--- src/sv/ffha_pkg.sv ---
// types and constants shared by the first-fit heap allocator modules
`default_nettype none
package ffha_pkg;

  localparam int unsigned ADDR_W       = 16;
  localparam int unsigned HEADER_BYTES = 12;
  localparam logic [ADDR_W-1:0] HDR    = ADDR_W'(HEADER_BYTES);
  localparam logic [ADDR_W-1:0] HEAP_BYTES_RESET = 16'd4096;

  localparam logic ACT_ALLOC = 1'b0;
  localparam logic ACT_FREE  = 1'b1;

  typedef enum logic [1:0] {
    ST_OK      = 2'd0,
    ST_ZERO    = 2'd1,
    ST_NOFIT   = 2'd2,
    ST_UNKNOWN = 2'd3
  } status_t;

  typedef struct packed {
    logic              action;
    logic [ADDR_W-1:0] req_size;
    logic [ADDR_W-1:0] free_addr;
  } in_beat_t;

  typedef struct packed {
    logic [ADDR_W-1:0] payload_addr;
    logic [1:0]        status;
  } out_beat_t;

  typedef struct packed {
    logic [ADDR_W-1:0] start;
    logic [ADDR_W-1:0] size;
    logic              is_free;
  } seg_t;

  typedef struct packed {
    logic              init;
    logic [ADDR_W-1:0] init_size;
    logic              tok_start;
    logic              advance;
    logic              is_free_op;
    logic [ADDR_W-1:0] want;
    logic [ADDR_W-1:0] addr;
    logic              mark_used;
    logic              mark_free;
    logic [ADDR_W-1:0] new_size;
    logic              shift;
    seg_t              tail;
  } cell_cmd_t;

  typedef enum logic [2:0] {
    S_IDLE,
    S_INIT,
    S_SCAN,
    S_UPDATE,
    S_RESULT
  } fsm_t;

endpackage
`default_nettype wire

--- src/sv/ffha_cell.sv ---
// one segment slot of the allocator chain
`default_nettype none
module ffha_cell
  import ffha_pkg::*;
(
  input  wire logic      clk,
  input  wire logic      rst_n,
  input  wire cell_cmd_t cmd,
  input  wire logic      is_head,
  input  wire logic      tok_in,
  input  wire logic      left_tok,
  input  wire seg_t      left_seg,
  output logic           token,
  output seg_t           seg,
  output logic           hit
);

  logic token_r, token_nxt;
  logic visited_r, visited_nxt;
  seg_t seg_r, seg_nxt;
  logic [ADDR_W-1:0] payload;

  always_comb begin
    token_nxt   = (cmd.tok_start || cmd.advance) ? tok_in : token_r;
    visited_nxt = cmd.tok_start ? 1'b0 : (cmd.advance ? (visited_r | token_r) : visited_r);
    seg_nxt     = seg_r;
    if (cmd.init && is_head) begin
      seg_nxt.start   = '0;
      seg_nxt.size    = cmd.init_size;
      seg_nxt.is_free = 1'b1;
    end else if (cmd.shift && !visited_r && !token_r) begin
      // slide right by one, tail of the split lands next to the chosen slot
      seg_nxt = left_tok ? cmd.tail : left_seg;
    end else if (token_r && cmd.mark_used) begin
      seg_nxt.size    = cmd.new_size;
      seg_nxt.is_free = 1'b0;
    end else if (token_r && cmd.mark_free) begin
      seg_nxt.is_free = 1'b1;
    end
  end

  always_ff @(posedge clk) begin
    if (!rst_n) begin
      token_r   <= 1'b0;
      visited_r <= 1'b0;
    end else begin
      token_r   <= token_nxt;
      visited_r <= visited_nxt;
    end
    seg_r <= seg_nxt;
  end

  assign payload = seg_r.start + HDR;
  assign token   = token_r;
  assign seg     = seg_r;
  assign hit     = token_r && (cmd.is_free_op ? (payload == cmd.addr)
                                              : (seg_r.is_free && seg_r.size >= cmd.want));

endmodule
`default_nettype wire

--- src/sv/first_fit_heap_allocator_unit.sv ---
// first-fit heap allocator: control sequencer over a chain of segment cells
// the scan steps right from the head and stops at the first matching segment or after every segment in use
// the first allocate after reset also builds the table
// throughput: one item at a time, the scan token moves one cell per cycle
// reset: table empty and not built, heap size back to 4096, no result pending
`default_nettype none
module first_fit_heap_allocator_unit
  import ffha_pkg::*;
#(
  parameter int unsigned MAX_SEGMENTS = 32
) (
  input  wire logic        clk,
  input  wire logic        rst_n,
  input  wire logic        in_valid,
  output logic             in_ready,
  input  wire in_beat_t    in_data,
  output logic             out_valid,
  input  wire logic        out_ready,
  output out_beat_t        out_data,
  input  wire logic        cfg_psel,
  input  wire logic        cfg_penable,
  input  wire logic        cfg_pwrite,
  input  wire logic [1:0]  cfg_paddr,
  input  wire logic [31:0] cfg_pwdata,
  output logic [31:0]      cfg_prdata,
  output logic             cfg_pready
);

  localparam int unsigned CNT_W = $clog2(MAX_SEGMENTS + 1);
  localparam logic [CNT_W-1:0] CNT_MAX = CNT_W'(MAX_SEGMENTS);

  fsm_t              state_r, state_nxt;
  in_beat_t          op_r, op_nxt;
  logic [CNT_W-1:0]  count_r, count_nxt;
  logic [CNT_W-1:0]  k_r, k_nxt;
  logic              ready_r, ready_nxt;
  seg_t              hit_seg_r, hit_seg_nxt;
  logic [ADDR_W-1:0] res_addr_r, res_addr_nxt;
  status_t           res_status_r, res_status_nxt;
  out_beat_t         out_r, out_nxt;
  logic              out_valid_r, out_valid_nxt;
  logic [ADDR_W-1:0] heap_bytes_r;

  cell_cmd_t cmd;
  logic [MAX_SEGMENTS-1:0] cell_tok, cell_hit;
  seg_t                    cell_seg [MAX_SEGMENTS];
  seg_t                    hit_seg;
  logic                    any_hit;
  logic [ADDR_W-1:0]       rem;
  logic                    split;

  // config port, the heap size is the only register and every address maps to it; pready tied high
  assign cfg_pready = 1'b1;
  assign cfg_prdata = {16'h0, heap_bytes_r} | (32'(cfg_paddr) & 32'h0);

  always_ff @(posedge clk) begin
    if (!rst_n) begin
      heap_bytes_r <= HEAP_BYTES_RESET;
    end else if (cfg_psel && cfg_penable && cfg_pwrite) begin
      heap_bytes_r <= cfg_pwdata[ADDR_W-1:0];
    end
  end

  // segment chain, token enters at the head and steps right
  for (genvar i = 0; i < MAX_SEGMENTS; i++) begin : g_cell
    if (i == 0) begin : g_head
      ffha_cell u_cell (
        .clk      (clk),
        .rst_n    (rst_n),
        .cmd      (cmd),
        .is_head  (1'b1),
        .tok_in   (cmd.tok_start),
        .left_tok (1'b0),
        .left_seg ('0),
        .token    (cell_tok[i]),
        .seg      (cell_seg[i]),
        .hit      (cell_hit[i])
      );
    end else begin : g_body
      ffha_cell u_cell (
        .clk      (clk),
        .rst_n    (rst_n),
        .cmd      (cmd),
        .is_head  (1'b0),
        .tok_in   (cell_tok[i-1] && !cmd.tok_start),
        .left_tok (cell_tok[i-1]),
        .left_seg (cell_seg[i-1]),
        .token    (cell_tok[i]),
        .seg      (cell_seg[i]),
        .hit      (cell_hit[i])
      );
    end
  end

  // token is one-hot while scanning, so an and-or picks the current slot
  always_comb begin
    hit_seg = '0;
    for (int i = 0; i < MAX_SEGMENTS; i++) begin
      hit_seg = hit_seg | (cell_tok[i] ? cell_seg[i] : seg_t'('0));
    end
  end
  assign any_hit = |cell_hit;

  assign rem   = hit_seg_r.size - op_r.req_size;
  assign split = (rem > HDR) && (count_r < CNT_MAX);

  always_comb begin
    state_nxt      = state_r;
    op_nxt         = op_r;
    count_nxt      = count_r;
    k_nxt          = k_r;
    ready_nxt      = ready_r;
    hit_seg_nxt    = hit_seg_r;
    res_addr_nxt   = res_addr_r;
    res_status_nxt = res_status_r;
    out_nxt        = out_r;
    out_valid_nxt  = out_valid_r && !out_ready;
    in_ready       = 1'b0;

    cmd            = '0;
    cmd.is_free_op = (op_r.action == ACT_FREE);
    cmd.want       = op_r.req_size;
    cmd.addr       = op_r.free_addr;
    cmd.init_size  = (heap_bytes_r > HDR) ? (heap_bytes_r - HDR) : '0;
    cmd.new_size   = split ? op_r.req_size : hit_seg_r.size;
    cmd.tail.start = hit_seg_r.start + HDR + op_r.req_size;
    cmd.tail.size  = rem - HDR;
    cmd.tail.is_free = 1'b1;

    unique case (state_r)
      S_IDLE: begin
        in_ready = 1'b1;
        if (in_valid) begin
          op_nxt       = in_data;
          res_addr_nxt = '0;
          if (in_data.action == ACT_ALLOC && in_data.req_size == '0) begin
            res_status_nxt = ST_ZERO;
            state_nxt      = S_RESULT;
          end else if (!ready_r && in_data.action == ACT_FREE) begin
            res_status_nxt = ST_UNKNOWN;
            state_nxt      = S_RESULT;
          end else if (!ready_r) begin
            state_nxt = S_INIT;
          end else begin
            cmd.tok_start = 1'b1;
            k_nxt         = '0;
            state_nxt     = S_SCAN;
          end
        end
      end
      S_INIT: begin
        // whole heap as one free segment, scan starts in the same cycle
        cmd.init      = 1'b1;
        cmd.tok_start = 1'b1;
        count_nxt     = CNT_W'(1);
        ready_nxt     = 1'b1;
        k_nxt         = '0;
        state_nxt     = S_SCAN;
      end
      S_SCAN: begin
        if (k_r == count_r) begin
          res_status_nxt = (op_r.action == ACT_FREE) ? ST_UNKNOWN : ST_NOFIT;
          state_nxt      = S_RESULT;
        end else if (any_hit) begin
          hit_seg_nxt = hit_seg;
          state_nxt   = S_UPDATE;
        end else begin
          cmd.advance = 1'b1;
          k_nxt       = k_r + CNT_W'(1);
        end
      end
      S_UPDATE: begin
        res_status_nxt = ST_OK;
        if (op_r.action == ACT_FREE) begin
          cmd.mark_free = 1'b1;
        end else begin
          cmd.mark_used = 1'b1;
          cmd.shift     = split;
          res_addr_nxt  = hit_seg_r.start + HDR;
          if (split) begin
            count_nxt = count_r + CNT_W'(1);
          end
        end
        state_nxt = S_RESULT;
      end
      S_RESULT: begin
        if (!out_valid_r || out_ready) begin
          out_nxt.payload_addr = res_addr_r;
          out_nxt.status       = res_status_r;
          out_valid_nxt        = 1'b1;
          state_nxt            = S_IDLE;
        end
      end
      default: state_nxt = S_IDLE;
    endcase
  end

  always_ff @(posedge clk) begin
    if (!rst_n) begin
      state_r     <= S_IDLE;
      count_r     <= '0;
      ready_r     <= 1'b0;
      out_valid_r <= 1'b0;
      k_r         <= '0;
    end else begin
      state_r     <= state_nxt;
      count_r     <= count_nxt;
      ready_r     <= ready_nxt;
      out_valid_r <= out_valid_nxt;
      k_r         <= k_nxt;
    end
    op_r         <= op_nxt;
    hit_seg_r    <= hit_seg_nxt;
    res_addr_r   <= res_addr_nxt;
    res_status_r <= res_status_nxt;
    out_r        <= out_nxt;
  end

  assign out_valid = out_valid_r;
  assign out_data  = out_r;

endmodule
`default_nettype wire
--- config.mk ---
export PLATFORM = sky130hd
export DESIGN_NAME = first_fit_heap_allocator_unit
export DESIGN_NICKNAME = d
export VERILOG_FILES = /design/src/sv/ffha_pkg.sv /design/src/sv/ffha_cell.sv /design/src/sv/first_fit_heap_allocator_unit.sv
export SDC_FILE = /design/constraint.sdc
export NUM_CORES = 2
export LEC_CHECK = 0
export ABC_AREA = 1
export BUFFER_PORTS_ARGS = -buffer_cell sky130_fd_sc_hd__buf_4
export CAP_MARGIN = 20
export CORE_MARGIN = 2
export CORE_UTILIZATION = 35
export CTS_BUF_LIST = sky130_fd_sc_hd__clkbuf_8
export CTS_CLUSTER_DIAMETER = 30
export DETAILED_ROUTE_END_ITERATION = 10
export GPL_TIMING_DRIVEN = 0
export HOLD_SLACK_MARGIN = 0.06
export PLACE_DENSITY = 0.55
export SLEW_MARGIN = 20
export SYNTH_ARGS = -nofsm -noshare
export SYNTH_HDL_FRONTEND = slang
export SYNTH_SLANG_ARGS = --single-unit
--- constraint.sdc ---
create_clock -name clk -period 5.7 [get_ports clk]
set_clock_uncertainty 0.05 [all_clocks]
set_input_delay 0.855 -clock clk [delete_from_list [all_inputs] [get_ports clk]]
set_output_delay 0.855 -clock clk [all_outputs]
set_load 0.02 [all_outputs]
==> impl_metrics.tcl <==
set metrics [dict create \
    cap_violations 0 \
    holdWs_ns 0.0774 \
    ys_ff_latch 1238 \
    drcViolationCount 0 \
    period_share_pct 102 \
    use_met2_pct 52.3 \
    worst_pin_slew_ns 1.36 \
    cp_num_buf_inv 6 \
    cp_data_arrival_time_ns 6.59 \
    slew_headroom_pct 8.57 \
    worstSetupStartpointType "flop" \
    grt_max_degree 26 \
    crit_path_frequent_cell "nand2_1" \
    busiest_layer "met2" \
    synth_top_family_by_area "simple AND/OR/NAND/NOR gates" \
    synth_mux_area_share_pct 0.205 \
    gp_congestion 1.08 \
    clock_sinks 1238 \
    final_nets 13600 \
    globalRouteTotalUtil_pct 37.1 \
    fin_ws_ns -0.0878 \
    dp_hpwl_mm 406 \
    hold_path_class "in -> reg" \
    cts_buffers 378 \
    grt_pass1_vias 89300 \
    crit_path_top_delay_cell "buf_2" \
    slew_violations 0 \
    vias 99300 \
    finalCriticalPeriod_ns 5.79 \
    fp.dieH_um 519 \
    clk_latency_ns 1.06 \
    crit_required_ns 6.50 \
    finalHoldViolCount 0 \
    yosys_warnings 0 \
    synth-simple-area-share_pct 26.9 \
    port_buffers 91 \
    h-tree-depth 5 \
    async_flop_share_pct 0 \
    grt_pass1_wl_mm 704 \
    p_leak_nw 45.9 \
    die_w_um 519 \
    synth_cells 12300 \
    synth_edf_count 1140 \
    synth_area_um2 92700 \
    grt.met1_usage_pct 48.0 \
    drive_gt1_share_pct 9.72 \
    cts_root_buffer "clkbuf_8" \
    yosysTopAreaCell "edfxtp_1" \
    initial_core_util_pct 35.3 \
    outcome "complete, but fails checks" \
    area_delta_synth_final_pct 17.6 \
    crit_chain "clkbuf_1 -> buf_2 -> clkbuf_2 -> buf_12 -> nand2_1 -> nand3_1 -> nor2_1 -> nand3_1 -> nand2_1 -> nand3_1 -> nand2_1 -> nor2_1 -> nand2_1 -> nor2_1 -> nand2_1 -> clkinv_2 -> buf_6 -> nand3_1 -> a21oi_1" \
    clock_path_buffers 4 \
    synth_xor_area_share_pct 4.36 \
    grt_use_met3_pct 11.2 \
    row_count 188 \
    viasPerCell 5.92 \
    fp.coreArea_um2 263000 \
    antenna_found_initial 47 \
    path_clk_slew_ns 0.05 \
    place_area_um2 99800 \
    synth.area.top_cells "edfxtp_1, nand2_1, ha_1" \
    ir_worst_vdd_mv 0.253 \
    dr.first_iter.drc_count 15000 \
    top_level_ports 127 \
    routed_wl_mm 520 \
    violations "setup timing" \
    synth_top_area_share_pct 36.9 \
    postRouteAntennaNets 0 \
    cp_max_fo 10 \
    critPathKind "reg -> reg" \
    synth.distinct_cells 68 \
    yosys_most_used_dff "edfxtp_1" \
    synth_compound_area_share_pct 14.7 \
    overflow 0 \
    firstDrtPassIters 10 \
    end_kind "flop" \
    avgRoutedWirePerCell_um 31.0 \
    yosysSeqAreaShare_pct 39.0 \
    timing.fmax_mhz 173 \
    power_density_nw_per_um2 291 \
    die_area_um2 269000 \
    avgSynthCellArea_um2 7.55 \
    synth_fa_ha_area_share_pct 7.84 \
    finalSetupViolations 3 \
    final_area_um2 109000 \
    cp_top_family "buffers and inverters" \
    cpPeakStageDelay_ns 0.89 \
    cts_tree "built" \
]
[routing by layer]
metal / part of all wire [%] / vias up
li1: - / 43500
met1: 38 / 47000
met2: 40 / 7188
met3: 13 / 1645
met4: 8.4 / 35
met5: 0.081 / -
[final timing paths]
| kind | from | to | slack (ns) | cells after the start |
|---|---|---|---|---|
| worst max-delay path | cmd[65] | g_cell[4].g_body.u_cell.token | -0.09 | 19 |
| worst min-delay path | cfg_pwdata[8] | heap_bytes_r[8] | 0.08 | 3 |
| worst max register to register | cmd[65] | g_cell[4].g_body.u_cell.token | -0.09 | 19 |
| worst min register to register | res_addr_r[11] | out_data[13] | 0.35 | 0 |
[through the flow]
stage                     util, %   TNS, ns  total power [W]  cells  setup WS [ns]
final                        41.5    -0.138           0.0318  16800        -0.0878
after detailed placement     38.0   -201.62           0.0167  16000         -0.654
after CTS                    41.4         0           0.0313  16700         0.0100
after global placement       37.2  -3497.77           0.0164  15900          -3.62
after global routing         41.5   -0.0135           0.0322  16800        -0.0135
after floorplan                 -         0           0.0133  12300           1.25
[cell usage in the layout, fill, tap and decap left out, types with 53 or more instances in the layout]
cell       count
clkbuf_8     401
bufinv_16     56
o211ai_1     176
nand2_1     4045
a21oi_1      488
nor2_1       644
buf_1         65
xor2_1       248
buf_4        142
nor3_1        75
nand4_1      281
clkbuf_1     421
inv_1        868
clkinv_2      65
or2_2         55
o21ai_1      114
xnor2_1      156
clkbuf_2      91
clkinv_1      55
buf_2        151
ha_1         578
o22ai_1       53
edfxtp_1    1140
dfxtp_1       98
o21ai_0     1276
nand3_1      765
[sequential cells by signal, summed over array words and instances (netlist names), 17 cells and up]
name and count:
g_cell.g_body.u_cell.visited_r 31, cmd 33, g_cell.g_head.u_cell.seg 17, g_cell.g_body.u_cell.seg 1023, out_data 18, g_cell.g_body.u_cell.token 31
hit_seg_r 32
[cell families after synthesis]
kind of cell,count (synthesis)
xor gates and xnor gates,430
AOI/OAI and AO/OA,2414
other,2
muxes,19
buffers and inverters,1619
DFF,1238
and+or+nand+nor,5988
adders and majority gates,580
[final cells by class]
type,count,area (um2)
Antenna cell,29,72.6
Buffer,774,3480
Clock buffer,401,5520
Clock inverter,290,2950
Fill cell,27700,154000
Inverter,845,3220
Multi-Input combinational cell,9448,50400
Sequential cell,1238,36200
Tap cell,3515,4400
Timing Repair Buffer,245,2800
[cell usage after synthesis (all sizes together) (3+ instances only)]
master and n:
nand2 4049, o21ai 1429, edfxtp 1140, inv 832, nand3 775, nor2 656, ha 578, clkbuf 513
a21oi 494, nand4 282, buf 261, xor2 253, o211ai 176, xnor2 158, nor3 104, dfxtp 98
or2 56, o22ai 53, o221ai 47, o21bai 43, a221oi 42, a22o 33, nand3b 32, o2111ai 30
nor4 26, a2111oi 20, mux2i 19, xnor3 18, a211oi 14, clkinv 13, a21o 10, o21a 5
a2111o 4, a211o 4, a221o 3, a31oi 3, and2 3
[tightest hold or removal path: cells and delay by family]
kind            cells  cell delay (ns)
compound gates      2             0.21
buf+inv             1             0.07
[timing repair]
| item | 4_1_cts | 5_1_grt |
|---|---|---|
| pin swaps | 0 | 1 |
| setup buffers | 3 | 10 |
| endpoints found under the setup margin | 1316 | 140 |
| hold buffers | 50 | 0 |
| endpoints found under the hold margin | 50 | 0 |
| gates resized for setup | 10 | 18 |
[report_power, final]
part / switching, W / leakage [nW] / total, W / internal [W]
registers: 0.000195 / 11.2 / 0.0103 / 0.0101
logic: 0.00509 / 30.3 / 0.00662 / 0.00153
clock network: 0.00570 / 4.46 / 0.0148 / 0.00911
No activity file was read; power rests on OpenSTA's default activity.
